`config.mk`:
```
export PLATFORM = sky130hd
export DESIGN_NAME = round_robin_run_queue
export DESIGN_NICKNAME = d
export VERILOG_FILES = /design/src/hdl/rrq_pkg.sv /design/src/hdl/rrq_ram.sv /design/src/hdl/rrq_datapath.sv /design/src/hdl/rrq_ctrl.sv /design/src/hdl/round_robin_run_queue.sv
export VERILOG_INCLUDE_DIRS = /design/src /design/src/hdl
export SDC_FILE = /design/constraint.sdc
export NUM_CORES = 1
export LEC_CHECK = 0
export BUFFER_PORTS_ARGS = -buffer_cell sky130_fd_sc_hd__clkbuf_2
export CORE_MARGIN = 2
export CORE_UTILIZATION = 25
export CTS_BUF_LIST = sky130_fd_sc_hd__clkbuf_8
export DETAILED_ROUTE_END_ITERATION = 8
export HOLD_SLACK_MARGIN = 0.12
export SYNTH_ARGS = -nofsm -noshare
export SYNTH_HDL_FRONTEND = slang
export SYNTH_SLANG_ARGS = --single-unit
```
`constraint.sdc`:
```
create_clock -name clk -period 3.6 [get_ports clk]
set_input_delay 0.72 -clock clk [delete_from_list [all_inputs] [get_ports clk]]
set_output_delay 0.72 -clock clk [all_outputs]
set_load 0.01 [all_outputs]
```
`src/hdl/assert_macros.svh`:
```
// Assertion macros used by the run queue top level.
`ifndef ASSERT_MACROS_SVH
`define ASSERT_MACROS_SVH
`ifndef ASSERT_OFF
`define ASSERT_IMPLIES(label, clk, rst_n, ante, cons) \
	label: assert property (@(posedge clk) disable iff (!rst_n) (ante) |-> (cons)) \
		else $error("assertion failed");
`define ASSERT_NEXT(label, clk, rst_n, ante, cons) \
	label: assert property (@(posedge clk) disable iff (!rst_n) (ante) |=> (cons)) \
		else $error("assertion failed");
`else
`define ASSERT_IMPLIES(label, clk, rst_n, ante, cons)
`define ASSERT_NEXT(label, clk, rst_n, ante, cons)
`endif
`endif

```
`src/hdl/rrq_pkg.sv`:
```
// Shared types and codes of the round robin run queue.
package rrq_pkg;

	typedef enum logic [1:0] {
		OP_ADD    = 2'd0,
		OP_REMOVE = 2'd1,
		OP_SELECT = 2'd2,
		OP_NOP    = 2'd3
	} op_t;

	typedef enum logic [1:0] {
		ST_OK        = 2'd0,
		ST_EMPTY     = 2'd1,
		ST_FULL      = 2'd2,
		ST_NOT_FOUND = 2'd3
	} status_t;

	typedef enum logic [1:0] {
		RD_HEAD   = 2'd0,
		RD_CURSOR = 2'd1,
		RD_NEXT   = 2'd2
	} rd_sel_t;

	typedef enum logic [1:0] {
		WR_NONE        = 2'd0,
		WR_TAIL_ID     = 2'd1,
		WR_TAIL_DATA   = 2'd2,
		WR_CURSOR_DATA = 2'd3
	} wr_sel_t;

	typedef struct packed {
		logic    take_item;
		logic    rd_en;
		rd_sel_t rd_sel;
		wr_sel_t wr_sel;
		logic    head_adv;
		logic    count_inc;
		logic    count_dec;
		logic    cur_init;
		logic    cur_step;
		logic    chosen_load;
		logic    res_load;
		status_t res_status;
	} dp_cmd_t;

	typedef struct packed {
		logic count_zero;
		logic count_full;
		logic k_at_end;
		logic k1_at_end;
		logic hit;
		logic out_free;
	} dp_stat_t;

endpackage

```
`src/hdl/rrq_ram.sv`:
```
// Generic single write port, single read port RAM with registered read.
module rrq_ram #(
	parameter int WIDTH = 8,
	parameter int DEPTH = 16
) (
	input  logic                     clk,
	input  logic                     wr_en,
	input  logic [$clog2(DEPTH)-1:0] wr_addr,
	input  logic [WIDTH-1:0]         wr_data,
	input  logic                     rd_en,
	input  logic [$clog2(DEPTH)-1:0] rd_addr,
	output logic [WIDTH-1:0]         rd_data
);

	logic [WIDTH-1:0] mem_q [DEPTH];
	logic [WIDTH-1:0] rd_data_q;

	always_ff @(posedge clk) begin
		if (wr_en) begin
			mem_q[wr_addr] <= wr_data;
		end
		if (rd_en) begin
			rd_data_q <= mem_q[rd_addr];
		end
	end

	assign rd_data = rd_data_q;

endmodule

```
`src/hdl/rrq_datapath.sv`:
```
// Datapath of the run queue: circular entry store, pointers, compare and result register.
module rrq_datapath #(
	parameter int QUEUE_DEPTH = 16,
	parameter int ID_WIDTH    = 8
) (
	input  logic                           clk,
	input  logic                           arst_n,
	input  rrq_pkg::dp_cmd_t               cmd,
	output rrq_pkg::dp_stat_t              stat,
	input  logic [ID_WIDTH-1:0]            in_id,
	output logic                           out_valid,
	input  logic                           out_ready,
	output rrq_pkg::status_t               out_status,
	output logic [ID_WIDTH-1:0]            out_task,
	output logic [$clog2(QUEUE_DEPTH+1)-1:0] out_count
);

	localparam int PTR_W = $clog2(QUEUE_DEPTH);
	localparam int CNT_W = $clog2(QUEUE_DEPTH + 1);
	localparam int SUM_W = CNT_W + 1;

	logic [ID_WIDTH-1:0] id_q;
	logic [PTR_W-1:0]    head_q;
	logic [CNT_W-1:0]    count_q;
	logic [PTR_W-1:0]    cursor_q;
	logic [CNT_W-1:0]    k_q;
	logic [ID_WIDTH-1:0] chosen_q;
	logic                out_valid_q;
	rrq_pkg::status_t    res_status_q;
	logic [ID_WIDTH-1:0] res_task_q;
	logic [CNT_W-1:0]    res_count_q;

	logic [SUM_W-1:0]    tail_sum;
	logic [PTR_W-1:0]    tail_ptr;
	logic [PTR_W-1:0]    cursor_nxt;
	logic [PTR_W-1:0]    head_nxt;
	logic [PTR_W-1:0]    rd_addr;
	logic [PTR_W-1:0]    wr_addr;
	logic [ID_WIDTH-1:0] wr_data;
	logic                wr_en;
	logic [ID_WIDTH-1:0] rd_data;
	logic [SUM_W-1:0]    k_plus1;

	function automatic logic [PTR_W-1:0] ptr_inc(input logic [PTR_W-1:0] p);
		logic [PTR_W-1:0] r;
		if (p == PTR_W'(QUEUE_DEPTH - 1)) begin
			r = '0;
		end else begin
			r = p + 1'b1;
		end
		return r;
	endfunction

	assign tail_sum   = SUM_W'(head_q) + SUM_W'(count_q);
	assign tail_ptr   = (tail_sum >= SUM_W'(QUEUE_DEPTH)) ?
		PTR_W'(tail_sum - SUM_W'(QUEUE_DEPTH)) : PTR_W'(tail_sum);
	assign cursor_nxt = ptr_inc(cursor_q);
	assign head_nxt   = ptr_inc(head_q);
	assign k_plus1    = SUM_W'(k_q) + SUM_W'(1);

	always_comb begin
		unique case (cmd.rd_sel)
			rrq_pkg::RD_HEAD:   rd_addr = head_q;
			rrq_pkg::RD_CURSOR: rd_addr = cursor_q;
			rrq_pkg::RD_NEXT:   rd_addr = cursor_nxt;
			default:            rd_addr = head_q;
		endcase
	end

	always_comb begin
		wr_en   = 1'b1;
		wr_addr = tail_ptr;
		wr_data = id_q;
		unique case (cmd.wr_sel)
			rrq_pkg::WR_NONE:        wr_en = 1'b0;
			rrq_pkg::WR_TAIL_ID:     wr_data = id_q;
			rrq_pkg::WR_TAIL_DATA:   wr_data = rd_data;
			rrq_pkg::WR_CURSOR_DATA: begin
				wr_addr = cursor_q;
				wr_data = rd_data;
			end
			default:                 wr_en = 1'b0;
		endcase
	end

	rrq_ram #(
		.WIDTH (ID_WIDTH),
		.DEPTH (QUEUE_DEPTH)
	) u_ram (
		.clk     (clk),
		.wr_en   (wr_en),
		.wr_addr (wr_addr),
		.wr_data (wr_data),
		.rd_en   (cmd.rd_en),
		.rd_addr (rd_addr),
		.rd_data (rd_data)
	);

	always_ff @(posedge clk or negedge arst_n) begin
		if (!arst_n) begin
			head_q      <= '0;
			count_q     <= '0;
			cursor_q    <= '0;
			k_q         <= '0;
			out_valid_q <= 1'b0;
		end else begin
			if (cmd.head_adv) begin
				head_q <= head_nxt;
			end
			if (cmd.count_inc) begin
				count_q <= count_q + 1'b1;
			end else if (cmd.count_dec) begin
				count_q <= count_q - 1'b1;
			end
			if (cmd.cur_init) begin
				cursor_q <= head_q;
				k_q      <= '0;
			end else if (cmd.cur_step) begin
				cursor_q <= cursor_nxt;
				k_q      <= k_q + 1'b1;
			end
			if (cmd.res_load) begin
				out_valid_q <= 1'b1;
			end else if (out_ready) begin
				out_valid_q <= 1'b0;
			end
		end
	end

	always_ff @(posedge clk) begin
		if (cmd.take_item) begin
			id_q     <= in_id;
			chosen_q <= '0;
		end else if (cmd.chosen_load) begin
			chosen_q <= rd_data;
		end
		if (cmd.res_load) begin
			res_status_q <= cmd.res_status;
			res_task_q   <= chosen_q;
			res_count_q  <= count_q;
		end
	end

	assign stat.count_zero = (count_q == '0);
	assign stat.count_full = (count_q == CNT_W'(QUEUE_DEPTH));
	assign stat.k_at_end   = (k_q == count_q);
	assign stat.k1_at_end  = (k_plus1 == SUM_W'(count_q));
	assign stat.hit        = (rd_data == id_q);
	assign stat.out_free   = !out_valid_q || out_ready;

	assign out_valid  = out_valid_q;
	assign out_status = res_status_q;
	assign out_task   = res_task_q;
	assign out_count  = res_count_q;

endmodule

```
`src/hdl/rrq_ctrl.sv`:
```
// Controller state machine of the run queue.
module rrq_ctrl (
	input  logic              clk,
	input  logic              arst_n,
	input  logic              in_valid,
	output logic              in_ready,
	input  rrq_pkg::op_t      mode,
	input  rrq_pkg::dp_stat_t stat,
	output rrq_pkg::dp_cmd_t  cmd
);

	typedef enum logic [3:0] {
		S_IDLE,
		S_ADD,
		S_SEL_RD,
		S_SEL_WR,
		S_SRCH_RD,
		S_SRCH_CMP,
		S_SH_RD,
		S_SH_WR,
		S_FINISH
	} state_t;

	state_t           state_q;
	state_t           state_nxt;
	rrq_pkg::status_t code_q;
	rrq_pkg::status_t code_nxt;

	always_comb begin
		state_nxt      = state_q;
		code_nxt       = code_q;
		cmd            = '0;
		cmd.res_status = code_q;
		unique case (state_q)
			S_IDLE: begin
				if (in_valid) begin
					cmd.take_item = 1'b1;
					code_nxt      = rrq_pkg::ST_OK;
					unique case (mode)
						rrq_pkg::OP_ADD:    state_nxt = S_ADD;
						rrq_pkg::OP_REMOVE: begin
							cmd.cur_init = 1'b1;
							state_nxt    = S_SRCH_RD;
						end
						rrq_pkg::OP_SELECT: state_nxt = S_SEL_RD;
						rrq_pkg::OP_NOP:    state_nxt = S_FINISH;
						default:            state_nxt = S_FINISH;
					endcase
				end
			end
			S_ADD: begin
				if (stat.count_full) begin
					code_nxt = rrq_pkg::ST_FULL;
				end else begin
					cmd.wr_sel    = rrq_pkg::WR_TAIL_ID;
					cmd.count_inc = 1'b1;
				end
				state_nxt = S_FINISH;
			end
			S_SEL_RD: begin
				if (stat.count_zero) begin
					code_nxt  = rrq_pkg::ST_EMPTY;
					state_nxt = S_FINISH;
				end else begin
					cmd.rd_en  = 1'b1;
					cmd.rd_sel = rrq_pkg::RD_HEAD;
					state_nxt  = S_SEL_WR;
				end
			end
			S_SEL_WR: begin
				cmd.wr_sel      = rrq_pkg::WR_TAIL_DATA;
				cmd.head_adv    = 1'b1;
				cmd.chosen_load = 1'b1;
				state_nxt       = S_FINISH;
			end
			S_SRCH_RD: begin
				if (stat.k_at_end) begin
					code_nxt  = rrq_pkg::ST_NOT_FOUND;
					state_nxt = S_FINISH;
				end else begin
					cmd.rd_en  = 1'b1;
					cmd.rd_sel = rrq_pkg::RD_CURSOR;
					state_nxt  = S_SRCH_CMP;
				end
			end
			S_SRCH_CMP: begin
				if (stat.hit) begin
					state_nxt = S_SH_RD;
				end else begin
					cmd.cur_step = 1'b1;
					state_nxt    = S_SRCH_RD;
				end
			end
			S_SH_RD: begin
				if (stat.k1_at_end) begin
					cmd.count_dec = 1'b1;
					state_nxt     = S_FINISH;
				end else begin
					cmd.rd_en  = 1'b1;
					cmd.rd_sel = rrq_pkg::RD_NEXT;
					state_nxt  = S_SH_WR;
				end
			end
			S_SH_WR: begin
				cmd.wr_sel   = rrq_pkg::WR_CURSOR_DATA;
				cmd.cur_step = 1'b1;
				state_nxt    = S_SH_RD;
			end
			S_FINISH: begin
				if (stat.out_free) begin
					cmd.res_load = 1'b1;
					state_nxt    = S_IDLE;
				end
			end
			default: state_nxt = S_IDLE;
		endcase
	end

	always_ff @(posedge clk or negedge arst_n) begin
		if (!arst_n) begin
			state_q <= S_IDLE;
			code_q  <= rrq_pkg::ST_OK;
		end else begin
			state_q <= state_nxt;
			code_q  <= code_nxt;
		end
	end

	assign in_ready = (state_q == S_IDLE);

endmodule

```
`src/hdl/round_robin_run_queue.sv`:
```
// Top level of the round robin run queue: controller, datapath and ports.
//
//  channel  | direction | tuser          | tdata (low bit up)
//  s_*      | in        | [1:0] mode     | task_id, zero pad to bytes
//  m_*      | out       | [1:0] status   | next_task, queue_count, zero pad to bytes
//
// One beat in gives one beat out. Remove runs a search and then a shift, and
// each step of either reads one entry through the single read port of the entry
// RAM before it compares that entry or writes it back.
// Reset clears count, head and handshake state; entry RAM contents are not cleared.
// A new beat is taken while a finished result still waits on the m_* side.
`include "assert_macros.svh"
module round_robin_run_queue #(
	parameter int QUEUE_DEPTH = 16,
	parameter int ID_WIDTH    = 8
) (
	input  logic clk,
	input  logic arst_n,
	input  logic s_tvalid,
	output logic s_tready,
	input  logic [1:0] s_tuser,                                 // mode
	input  logic [((ID_WIDTH+7)/8)*8-1:0] s_tdata,              // task_id
	output logic m_tvalid,
	input  logic m_tready,
	output logic [1:0] m_tuser,                                 // status
	output logic [((ID_WIDTH+$clog2(QUEUE_DEPTH+1)+7)/8)*8-1:0] m_tdata // next_task, queue_count
);

	localparam int CNT_W  = $clog2(QUEUE_DEPTH + 1);
	localparam int OUT_DW = ((ID_WIDTH + CNT_W + 7) / 8) * 8;

	rrq_pkg::dp_cmd_t  cmd;
	rrq_pkg::dp_stat_t stat;
	rrq_pkg::status_t  out_status;
	logic [ID_WIDTH-1:0] out_task;
	logic [CNT_W-1:0]    out_count;
	logic                sel_empty;
	logic                add_full;

	rrq_ctrl u_ctrl (
		.clk      (clk),
		.arst_n   (arst_n),
		.in_valid (s_tvalid),
		.in_ready (s_tready),
		.mode     (rrq_pkg::op_t'(s_tuser)),
		.stat     (stat),
		.cmd      (cmd)
	);

	rrq_datapath #(
		.QUEUE_DEPTH (QUEUE_DEPTH),
		.ID_WIDTH    (ID_WIDTH)
	) u_dp (
		.clk        (clk),
		.arst_n     (arst_n),
		.cmd        (cmd),
		.stat       (stat),
		.in_id      (s_tdata[ID_WIDTH-1:0]),
		.out_valid  (m_tvalid),
		.out_ready  (m_tready),
		.out_status (out_status),
		.out_task   (out_task),
		.out_count  (out_count)
	);

	assign m_tuser = out_status;
	assign m_tdata = OUT_DW'({out_count, out_task});

	assign sel_empty = m_tvalid && (out_status == rrq_pkg::ST_EMPTY);
	assign add_full  = m_tvalid && (out_status == rrq_pkg::ST_FULL);

	`ASSERT_NEXT(a_busy_after_beat, clk, arst_n, s_tvalid && s_tready, !s_tready)
	`ASSERT_IMPLIES(a_count_bound, clk, arst_n, m_tvalid, out_count <= CNT_W'(QUEUE_DEPTH))
	`ASSERT_IMPLIES(a_empty_result, clk, arst_n, sel_empty, out_task == '0 && out_count == '0)
	`ASSERT_IMPLIES(a_full_result, clk, arst_n, add_full, out_count == CNT_W'(QUEUE_DEPTH))

endmodule
```
## Word level (Yosys, flattened, before mapping)

Memory sizes are Yosys's and may differ from the RTL's. A register that Yosys moved wholly into a read port is not among the register bits.
Cells that the tools add are included.

- Memories kept: 1
- RAM bits: 128
- Input port bits: 14
- Register bits after elaboration: 56
- Output and inout port bits: 20
- Word-level logic and storage cells: 110

Memory list:

| name | words | bits a word | rd ports | clocked after Yosys merged registers in | write ports | RTL line | source |
|---|---|---|---|---|---|---|---|
| u_dp.u_ram.mem_q | 16 | 8 | 1 | 1 | 1 | rrq_ram.sv:15 | `logic [WIDTH-1:0] mem_q [DEPTH];` |

- Multiplexer cells: 48
- Reductions and logical operators: 14
- Order comparisons: 1
- Equal/unequal tests: 26
- Add/subtract/negate cells: 8

Operator list:

| operator | number |
|---|---|
| 4-bit two-way mux | 11 |
| 4-bit case mux with 8 select lines | 1 |
| 5-bit two-way mux | 4 |
| 1-bit two-way mux | 17 |
| 4-bit by 3-bit == test with 1-bit output, second input constant | 4 |
| 4-bit case mux with 4 select lines | 1 |
| 4-bit == test, second input constant | 3 |
| 5-bit by 1-bit adder with 5-bit output, second input constant | 2 |
| 2-bit == test, second input constant | 5 |
| 2-bit two-way mux | 5 |
| 2-bit != test, second input constant | 5 |
| 3-bit two-way mux | 3 |
| 3-bit case mux with 3 select lines | 1 |
| 4-bit by 1-bit adder with 4-bit output, second input constant | 2 |
| 4-bit by 2-bit == test with 1-bit output, second input constant | 2 |
| 8-bit == test | 1 |
| 8-bit two-way mux | 1 |
| 2-bit case mux with 4 select lines | 1 |
| 4-bit case mux with 2 select lines | 1 |
| 4-bit by 5-bit adder with 6-bit output | 1 |
| 5-bit by 1-bit adder with 6-bit output, second input constant | 1 |
| 6-bit by 5-bit == test with 1-bit output | 1 |
| 6-bit by 5-bit >= comparator with 1-bit output, second input constant | 1 |
| 2-bit case mux with 3 select lines | 1 |
| other kinds (17) | 22 |

## Depth between registers and ports, before layout

Gate-level depths: netlist of run 1.

- Depth in word-level cells: 6
- Mapped depth: 15
- Depth with buffers taken out: 13

## By module

From an unflattened synthesis of run 1, not the netlist that was laid out.

- Cell total of the unflattened synthesis: 539
- Area, all modules: 8,395.6 um^2

Modules (own cells, without submodules):

| module | seq. area each (um^2) | instances | cells each | area each (um^2) |
|---|---|---|---|---|
| rrq_ram | 4,083.9 | 1 | 229 | 5,227.5 |
| rrq_datapath | 1,326.3 | 1 | 230 | 2,576.2 |
| rrq_ctrl | 150.1 | 1 | 76 | 565.5 |
| round_robin_run_queue | 0.0 | 1 | 4 | 26.3 |

## Worst setup path before layout of run 1

OpenSTA, ideal clock, no wires.

- Path type: register to register
- Start point: register u_dp.k_q[0]
- End point: register u_dp.u_ram.rd_data_q[0] (netlist: u_dp.u_ram.rd_data[0]), read port of u_dp.u_ram.mem_q (data pin)
- Stages on the path, launching flop included: 15
- Setup time: 0.261 ns
- Arrival time: 3.535 ns
- Data required time: 3.339 ns
- Path slack: -0.195 ns
- Clock period less this slack: 3.795 ns
- Path buffers: 3
- Cell sequence: dfrtp_1 > ha_1 > xor2_1 > or4_1 > o21ai_1 > ha_1 > buf_2 > a221o_1 > and2_1 > buf_2 > buf_2 > mux4_2 > mux2_2 > nand2_1 > o31ai_1

- Word-level cells in the longest chain between the ends: 6
- Elaborated cells between the ends (all ways): 9
- Classes of those cells: add/sub: 1; eq/ne: 4; mux: 4

RTL lines:

| element | RTL line | source |
|---|---|---|
| from (decl) | rrq_datapath.sv:26 | `logic [CNT_W-1:0] k_q;` |
| from (signal assigned) | rrq_datapath.sv:120 | `k_q <= k_q + 1'b1;` |
| 5-bit by 1-bit adder with 6-bit output | rrq_datapath.sv:59 | `assign k_plus1 = SUM_W'(k_q) + SUM_W'(1);` |
| 6-bit by 5-bit == test with 1-bit output | rrq_datapath.sv:147 | `assign stat.k1_at_end = (k_plus1 == SUM_W'(count_q));` |
| 3-bit two-way mux | rrq_ctrl.sv:95 | `if (stat.k1_at_end) begin` |
| 3-bit case mux with 3 select lines (*) | rrq_ctrl.sv:34 | `unique case (state_q)` |
| 2-bit == test / 2-bit by 1-bit == test with 1-bit output (equally long branches) | rrq_datapath.sv:62 | `unique case (cmd.rd_sel)` |
| 4-bit case mux with 2 select lines | rrq_datapath.sv:62 |  |
| to (decl) | rrq_ram.sv:16 | `logic [WIDTH-1:0] rd_data_q;` |

Mark *: on every way between the ends. The rest lies on a longest branch, timed or not.
A chain may end at the register's enable or synchronous reset.

## Worst setup path in the final report of run 1

- Start point: register u_dp.k_q[0]
- End point: register u_dp.u_ram.rd_data_q[7] (netlist: u_dp.u_ram.rd_data[7]), read port of u_dp.u_ram.mem_q (data pin)

The elaborated chain is that of the path after synthesis.

==> flow_metrics.tcl, run 1 <==
set metrics [dict create \
    synthAdderAreaFrac_pct 2.119 \
    maxCapViolCount 0 \
    fin_crit_ns 3.508 \
    clkLatencyLatePin_ns 0.46 \
    syn_area_um2 8383 \
    hold_viol 0 \
    muxShareOfSynthArea_pct 8.657 \
    track_usage_pct 11.01 \
    ys_types 63 \
    power_density_nw_per_um2 762.4 \
    clockBufferDepth 2 \
    final_cell_mix "edfxtp_1, nand2_1, buf_4, nor2_1, clkbuf_2" \
    crit_fanout 18 \
    die_w_um 187.1 \
    synth_top_family_by_area "simple AND/OR/NAND/NOR gates" \
    cts_tree "done" \
    path_clk_slew_ns 0.10 \
    wl_per_cell_um 16.71 \
    grt_max_degree 26 \
    viasPerCell 4.555 \
    multi_input_comb_area_um2 2736 \
    ios 34 \
    yosysTopAreaCellShare_pct 56.96 \
    first_pass_iters 5 \
    syn2layout_area_growth_pct 18.43 \
    wl_mm 19.03 \
    cts.root.buffer_cell "clkbuf_8" \
    numPlacedInstances 1101 \
    fp.coreArea_um2 33280 \
    final.fill_count 3309 \
    synth-simple-area-share_pct 9.836 \
    period_share_pct 97.43 \
    clock-sinks 192 \
    grt_pass1_vias 5213 \
    hold_buffers 0 \
    final_common_cell "edfxtp_1" \
    synth_compound_area_share_pct 7.910 \
    ys_top_cells_by_area "edfxtp_1, dfrtp_1, nand2_1" \
    rows 67 \
    setup_tns_ns 0 \
    regArea_um2 5560 \
    required_ns 3.80 \
    final_layout_size_suffix_gt1_share_pct 24.60 \
    port_buffers 30 \
    report.final.setup_viol 0 \
    worstSetupStartpointType "flop" \
    slew_headroom_pct 51.81 \
    rsz0062_at_grt "yes" \
    antenna_left 0 \
    hold_path.class "input port to async pin" \
    total_power_mw 7.569 \
    overflow 0 \
    synth_cells 596 \
    vias 5188 \
    gp_congestion 0.8241 \
    cts_buffers 17 \
    crit_type "flop to flop" \
    fin_util_pct 29.83 \
    synth_top_cell_by_area "edfxtp_1" \
    dpl.hpwl_mm 13.23 \
    diodes 0 \
    start_util_pct 25.19 \
    yosysWarnings 0 \
    first_iter_violations 511 \
    status "finished clean" \
    synth-async-reset-ratio_pct 13.02 \
    slew_viol_final 0 \
    synth_edf_count 159 \
    stdcell_area_um2 9928 \
    cp.arrival_ns 3.71 \
    synth-seq-cells 192 \
    worst_slew_pin_slew_ns 0.7229 \
    drc 0 \
    nNetsFinal 705 \
    grt_antenna_before_repair 0 \
    leakage_nw 3.551 \
    finClkSkew_ns 0.01407 \
    postSynthAreaPerCell_um2 14.07 \
    fin_cells 1139 \
    endpoint_kind "flop" \
    ir_drop_mv 0.3119 \
    placed_area_um2 9379 \
    ys.flop_type "edfxtp_1" \
    die_h_um 187.1 \
    cts-htree-levels 4 \
    synth-xor-area-share_pct 2.925 \
    yosysSeqAreaShare_pct 66.33 \
    dieArea_um2 35010 \
    fmax_mhz 285.1 \
    grt_pass1_wl_mm 29.64 \
]
-- flip-flops by register name (all words and copies together), names as in the netlist --
signal              count
u_ctrl.code_q           2
u_ctrl.state_q          4
u_dp.chosen_q           8
u_dp.count_q            5
u_dp.cursor_q           4
u_dp.head_q             4
u_dp.id_q               8
u_dp.k_q                5
u_dp.out_count          5
u_dp.out_status         2
u_dp.out_task           8
u_dp.out_valid          1
u_dp.u_ram.mem_q      128
u_dp.u_ram.rd_data      8
-- kinds of logic after synthesis --
| logic type | Yosys count |
|---|---|
| DFF | 192 |
| and+or+nand+nor | 183 |
| xor gates and xnor gates | 28 |
| AOI/OAI and AO/OA | 90 |
| buffers and inverters | 39 |
| other | 1 |
| muxes | 50 |
| adders and majority gates | 13 |
-- what timing repair did --
action | 4_1_cts | 5_1_grt
setup buffers | 4 | 2
gates resized for setup | 2 | 13
pin swaps | 1 | 2
endpoints found under the setup margin | 8 | 8
-- cell usage after synthesis (10+ instances only) --
cell / number
edfxtp_1: 159
nand2_1: 93
nor2_1: 34
dfrtp_1: 25
a21oi_1: 24
xnor2_1: 20
mux2_2: 17
mux2i_1: 17
nand3_1: 16
mux4_2: 15
inv_1: 13
clkbuf_1: 11
ha_1: 11
o21ai_0: 11
a32o_1: 10
-- stage by stage --
step                      hold slack, ns  setup slack (ns)
after floorplan                   0.4081          0.007989
after global placement            0.4158          -0.03461
after detailed placement          0.4185           -0.1131
after CTS                         0.2792          0.003813
after global routing              0.3135          -0.01135
final                             0.2941           0.09235
-- critical path, stage by stage, from the launching register on --
cell     delay (ns)
dfrtp_1        0.42
buf_4          0.16
xnor2_1        0.14
or4_4          0.57
o21ai_4        0.21
ha_4           0.23
buf_4          0.16
a221o_1        0.29
and2_4         0.16
buf_12         0.15
mux4_2         0.30
mux2_4         0.30
nand2_1        0.08
o31ai_1        0.07
-- layer usage --
layer  GRT usage (%)  vias to the layer above  routed length, um
li1                -                     2404                  -
met4           2.381                        0                213
met1           14.47                     2632               8670
met2           18.16                      133               9077
met3           3.021                       19               1067
met5               0                        -                  0
-- power breakdown --
group	internal (mW)	switching, mW
sequential	2.94	0.275
clock	0.627	0.789
combinational	1.29	1.65
-- worst paths after layout --
check / start / to / slack, ns / cells after the start
setup / recovery: u_dp.k_q[0] / u_dp.u_ram.rd_data[7] / 0.09 / 13
min in group clk: s_tdata[1] / u_dp.id_q[1] / 0.43 / 1
setup reg to reg: u_dp.k_q[0] / u_dp.u_ram.rd_data[7] / 0.09 / 13
max in group asynchronous: arst_n / u_dp.cursor_q[2] / 2.84 / 1
hold / removal: arst_n / u_dp.out_valid / 0.29 / 1
hold reg to reg: u_dp.chosen_q[4] / u_dp.out_task[4] / 0.43 / 0
-- area by class of cell --
cell class / instances / area share, %
sequential: 192 / 56.01
multi-input combinational: 367 / 27.56
timing repair buffer: 87 / 6.326
tap: 448 / 5.646
clock buffer: 17 / 2.357
clock inverter: 15 / 1.613
inverter: 13 / 0.4915
(Power assumes the default switching activity.)
==> inputs of run 2 (changes only) <==
Settings changed: CORE_UTILIZATION 25 to 58, HOLD_SLACK_MARGIN 0.12 to 0.06, PLACE_DENSITY from default to 0.79.
==> run 2 against run 1 <==
- global-route usage up 14 points
- first-iteration DRC count up 20%
- flip-flop and latch count unchanged
- register-to-register slack worse by 0.07 ns
- final area down 2.9%
- combinational power up 4%
- fmax down 2.0%
- critical path depth unchanged
==> flow_metrics.tcl, run 2 (synthesized netlist as in run 1, its figures left out) <==
set metrics [dict create \
    port_buffers 30 \
    die_h_um 124.2 \
    vias 5343 \
    largest_reg_flops 128 \
    multi_input_comb_area_um2 2740 \
    wl_mm 18.12 \
    final.fill_count 952 \
    nNetsFinal 706 \
    swShare_pct 35.80 \
    p_comb_share_pct 40.4 \
    dpl.hpwl_mm 12.40 \
    grt_max_degree 26 \
    hold_viol 0 \
    power_frac_clock_pct 17.6 \
    clockBufferDepth 2 \
    fp.coreArea_um2 13990 \
    final_layout_size_suffix_gt1_share_pct 25.14 \
    status "finished clean" \
    fin_util_pct 68.89 \
    first_pass_iters 5 \
    path_clk_slew_ns 0.10 \
    slew_headroom_pct 47.08 \
    grt_pass1_vias 5233 \
    track_usage_pct 24.68 \
    seqPwrFrac_pct 41.9 \
    layout_setup_ws_ns 0.01954 \
    clock-sinks 192 \
    required_ns 3.83 \
    period_share_pct 99.46 \
    regArea_um2 5560 \
    crit_fanout 6 \
    leakage_nw 3.584 \
    endpoint_kind "flop" \
    slew_viol_final 0 \
    rows 43 \
    p_sw_mw 2.721 \
    dieArea_um2 15430 \
    crit_type "flop to flop" \
    finClkSkew_ns 0.01409 \
    grt_antenna_before_repair 0 \
    first_iter_violations 612 \
    cp.arrival_ns 3.81 \
    grt_pass1_wl_mm 28.75 \
    final_cell_mix "edfxtp_1, nand2_1, buf_4, nor2_1, clkbuf_2" \
    power_density_nw_per_um2 788.8 \
    viasPerCell 6.127 \
    cts_tree "done" \
    hold_path.class "input port to async pin" \
    clkLatencyLatePin_ns 0.50 \
    worstSetupStartpointType "flop" \
    dp_slack_ns -0.1376 \
    regMostFlops "u_dp.u_ram.mem_q" \
    whs_ns 0.2346 \
    maxCapViolCount 0 \
    drc 0 \
    diodes 0 \
    rsz0062_at_grt "yes" \
    worst_slew_pin_slew_ns 0.7909 \
    cts.root.buffer_cell "clkbuf_8" \
    cts-htree-levels 4 \
    wl_per_cell_um 20.78 \
    antenna_left 0 \
    fin_crit_ns 3.580 \
    final_common_cell "edfxtp_1" \
    hold_buffers 0 \
    overflow 0 \
    ios 34 \
    cts_buffers 17 \
    gp_congestion 0.8954 \
    fmax_mhz 279.3 \
    start_util_pct 59.93 \
    report.final.setup_viol 0 \
    p_int_mw 4.881 \
    syn2layout_area_growth_pct 14.96 \
    die_w_um 124.2 \
    ir_drop_mv 0.5852 \
]
run 2: cell types whose count changed in the layout (fill, tap and decap cells not counted), sizes merged:
cell,previous run,this run
buf,57,56
bufinv,2,1
clkbuf,47,49
clkinv,4,8
clkinvlp,3,1
inv,19,18
run 2: timing repair:
item,in CTS,in global routing
pin swaps,2,6
gates resized for setup,4,21
cloned,0,2
setup buffers,4,4
endpoints found under the setup margin,8,8
run 2: stage by stage:
stage / setup TNS (ns) / cell area (um^2) / std cells / total power [mW]
2_1_floorplan: 0 / 8403 / 598 / 5.077
3_5_place_dp: -0.6398 / 9021 / 830 / 6.003
5_1_grt: -0.2089 / 9637 / 872 / 8.012
3_3_place_gp: -0.06562 / 9021 / 830 / 5.902
6_report: 0 / 9637 / 872 / 7.602
4_1_cts: 0 / 9478 / 866 / 7.406
run 2: power groups by stage:
| stage | clock network (mW) | logic, mW | registers, mW |
|---|---|---|---|
| finish | 1.34 | 3.07 | 3.19 |
| CTS | 1.36 | 2.87 | 3.18 |
| global placement | 0 | 2.68 | 3.22 |
| global route | 1.45 | 3.33 | 3.23 |
| floorplan | 0 | 1.88 | 3.20 |
| detailed placement | 0 | 2.77 | 3.23 |
run 2: final cells by class:
class	instances	share of cell area, %
clock buffer	17	2.428
clock inverter	15	1.467
inverter	13	0.5064
multi-input combinational	367	28.43
sequential	192	57.70
tap	180	2.337
timing repair buffer	88	7.128
run 2: worst paths after layout:
kind	cells after the start	from	to	slack, ns
min	1	arst_n	u_dp.k_q[1]	0.23
min in group clk	1	s_tdata[1]	u_dp.id_q[1]	0.40
max	13	u_dp.k_q[0]	u_dp.u_ram.rd_data[4]	0.02
min reg2reg	0	u_dp.chosen_q[6]	u_dp.out_task[6]	0.44
max in group asynchronous	1	arst_n	u_dp.head_q[3]	2.93
max reg2reg	13	u_dp.k_q[0]	u_dp.u_ram.rd_data[4]	0.02
run 2: per-layer routing:
| layer | vias up | share of wire, % | global-route usage [%] |
|---|---|---|---|
| li1 | 2405 | - | - |
| met4 | 0 | 3.2 | 9.848 |
| met2 | 262 | 50 | 40.12 |
| met1 | 2623 | 40 | 32.17 |
| met5 | - | 0 | 0 |
| met3 | 53 | 7.6 | 6.196 |
run 2: critical path: stages, from the launching register on:
cell       delay [ns]
dfrtp_1          0.39
ha_1             0.32
xor2_1           0.15
or4_4            0.44
o21ai_4          0.23
ha_4             0.25
buf_6            0.12
a221o_1          0.29
and2_4           0.19
clkbuf_16        0.16
mux4_2           0.30
mux2_2           0.28
nand2_1          0.11
o31ai_1          0.10
==> inputs of run 3 (changes only) <==
Settings changed: CTS_BUF_LIST sky130_fd_sc_hd__clkbuf_8 to sky130_fd_sc_hd__clkbuf_4.
==> run 3 against run 2 <==
- register-to-register slack is essentially flat
- utilization is 0.96 points lower
- flip-flop and latch count stayed put
- critical path depth unchanged
- setup slack lost 0.0041 ns
- hold slack worse by 0.13 ns
- final area is 1.4% lower
- critical path type unchanged
- critical endpoint is now u_dp.u_ram.rd_data[2]
- largest cell class unchanged
==> flow_metrics.tcl, run 3 (synthesized netlist as in run 1, its figures left out) <==
set metrics [dict create \
    stdcell_area_um2 9503 \
    seqPwrFrac_pct 43.4 \
    crit_family "simple AND/OR/NAND/NOR gates" \
    crit_type "flop to flop" \
    drc 0 \
    cpMaxStageDelayCell "or4_4" \
    maxCapViolCount 0 \
    nNetsFinal 705 \
    worstSetupEndpoint "u_dp.u_ram.rd_data[2]" \
    reg2reg_to "u_dp.u_ram.rd_data[2]" \
    viasPerCell 6.123 \
    placed_area_um2 9021 \
    clkLatencyLatePin_ns 0.62 \
    rows 43 \
    hold_path.class "input port to async pin" \
    start_util_pct 59.93 \
    layout_setup_ws_ns 0.01544 \
    diodes 0 \
    grt_pass1_wl_mm 28.71 \
    fp.coreArea_um2 13990 \
    endpoint_kind "flop" \
    cts_buffers 17 \
    first_iter_violations 611 \
    antenna_left 0 \
    power_density_nw_per_um2 773.0 \
    hold_viol 0 \
    final_layout_size_suffix_gt1_share_pct 25.33 \
    cp.arrival_ns 3.93 \
    worstSetupStartpointType "flop" \
    finClkSkew_ns 0.02360 \
    cts.root.buffer_cell "clkbuf_4" \
    r2r-start "u_dp.k_q[0]" \
    ios 34 \
    dieArea_um2 15430 \
    overflow 0 \
    cts-htree-levels 4 \
    crit_cells 13 \
    crit_fanout 7 \
    die_w_um 124.2 \
    dp_slack_ns -0.1376 \
    period_share_pct 99.57 \
    dpl.hpwl_mm 12.40 \
    reg2reg_depth 13 \
    grt_pass1_vias 5263 \
    path_clk_slew_ns 0.16 \
    slew_viol_final 0 \
    final.fill_count 971 \
    worst_slew_pin_slew_ns 0.8014 \
    total_power_mw 7.346 \
    swShare_pct 36.53 \
    p_sw_mw 2.684 \
    gp_congestion 0.8954 \
    p_int_mw 4.663 \
    grt_max_degree 26 \
    path_buf_inv 2 \
    final_common_cell "edfxtp_1" \
    vias 5333 \
    slew_headroom_pct 46.37 \
    largest_reg_flops 128 \
    die_h_um 124.2 \
    hold_buffers 0 \
    r2r_setup_slack_ns 0.02 \
    report.final.setup_viol 0 \
    p_comb_share_pct 41.3 \
    cts_tree "done" \
    wl_mm 18.05 \
    clock-sinks 192 \
    port_buffers 30 \
    fin_crit_ns 3.585 \
    track_usage_pct 24.49 \
    required_ns 3.95 \
    ir_drop_mv 0.4931 \
    whs_ns 0.1031 \
    crit_path_max_incr_delay_ns 0.44 \
    clockBufferDepth 2 \
    power_frac_clock_pct 15.3 \
    wl_per_cell_um 20.72 \
    fmax_mhz 279.0 \
    rsz0062_at_grt "yes" \
    syn2layout_area_growth_pct 13.36 \
    crit_start "u_dp.k_q[0]" \
    regMostFlops "u_dp.u_ram.mem_q" \
    leakage_nw 3.511 \
    status "finished clean" \
    first_pass_iters 6 \
    final_cell_mix "edfxtp_1, nand2_1, buf_4, nor2_1, clkbuf_2" \
    worstPathCellList "ha_1, xor2_1, or4_4, o21ai_4, ha_4, buf_4, a221o_1, and2_4, buf_12, mux4_2, mux2_2, nand2_2, o31ai_1" \
    grt_antenna_before_repair 0 \
]
## run 3: cell count changes in the layout (fill, tap and decap cells not counted), sizes merged
cell,previous run,this run
inv,18,16
clkbuf,49,50
## run 3: power by group through the flow
stage	Sequential, mW	Clock [mW]	Combinational [mW]
detailed placement	3.23	0	2.77
CTS	3.18	1.14	2.87
floorplan	3.20	0	1.88
finish	3.19	1.12	3.03
global route	3.23	1.23	3.28
global placement	3.22	0	2.68
## run 3: cell type report
cell class	instances	area [um^2]	area share (%)
flip-flops and latches	192	5562	58.53
multi-input cells	367	2733	28.76
repair buffers	87	658.1	6.926
well taps	180	225.2	2.370
clock buffers	19	142.6	1.501
clock inverters	13	133.9	1.409
inverters	13	48.80	0.5135
## run 3: how the worst min path moves through the flow
stage | endpoint | slack (ns) | depth (start not counted)
finish | u_dp.k_q[1] | 0.10 | 1
global route | u_dp.count_q[1] | 0.11 | 1
CTS | u_dp.count_q[1] | 0.1 | 1
detailed placement | u_dp.out_task[6] | 0.42 | 0
global placement | u_dp.out_task[5] | 0.41 | 0
floorplan | u_dp.out_task[0] | 0.41 | 0
## run 3: per-layer routing
layer  up-vias  share of wire, %  GRT usage, %  wire (um)
met5         -                 0             0          0
met4         0               3.9         11.04        699
met3        57               7.0         5.379       1259
met2       254                49         39.73       8929
met1      2612                40         31.98       7156
li1       2410                 -             -          -
## run 3: metrics by stage
step	utilization (%)	instances	TNS, ns
finish	67.93	871	0
global route	67.93	871	-0.3251
CTS	67.07	867	0
detailed placement	64.49	830	-0.6398
global placement	64.49	830	-0.06562
floorplan	-	598	0
## run 3: what timing repair did
item                       CTS  global route
pin swaps                    2             4
setup endpoints to repair    8             8
setup buffers                5             3
gates cloned                 0             1
gates resized for setup      6            19
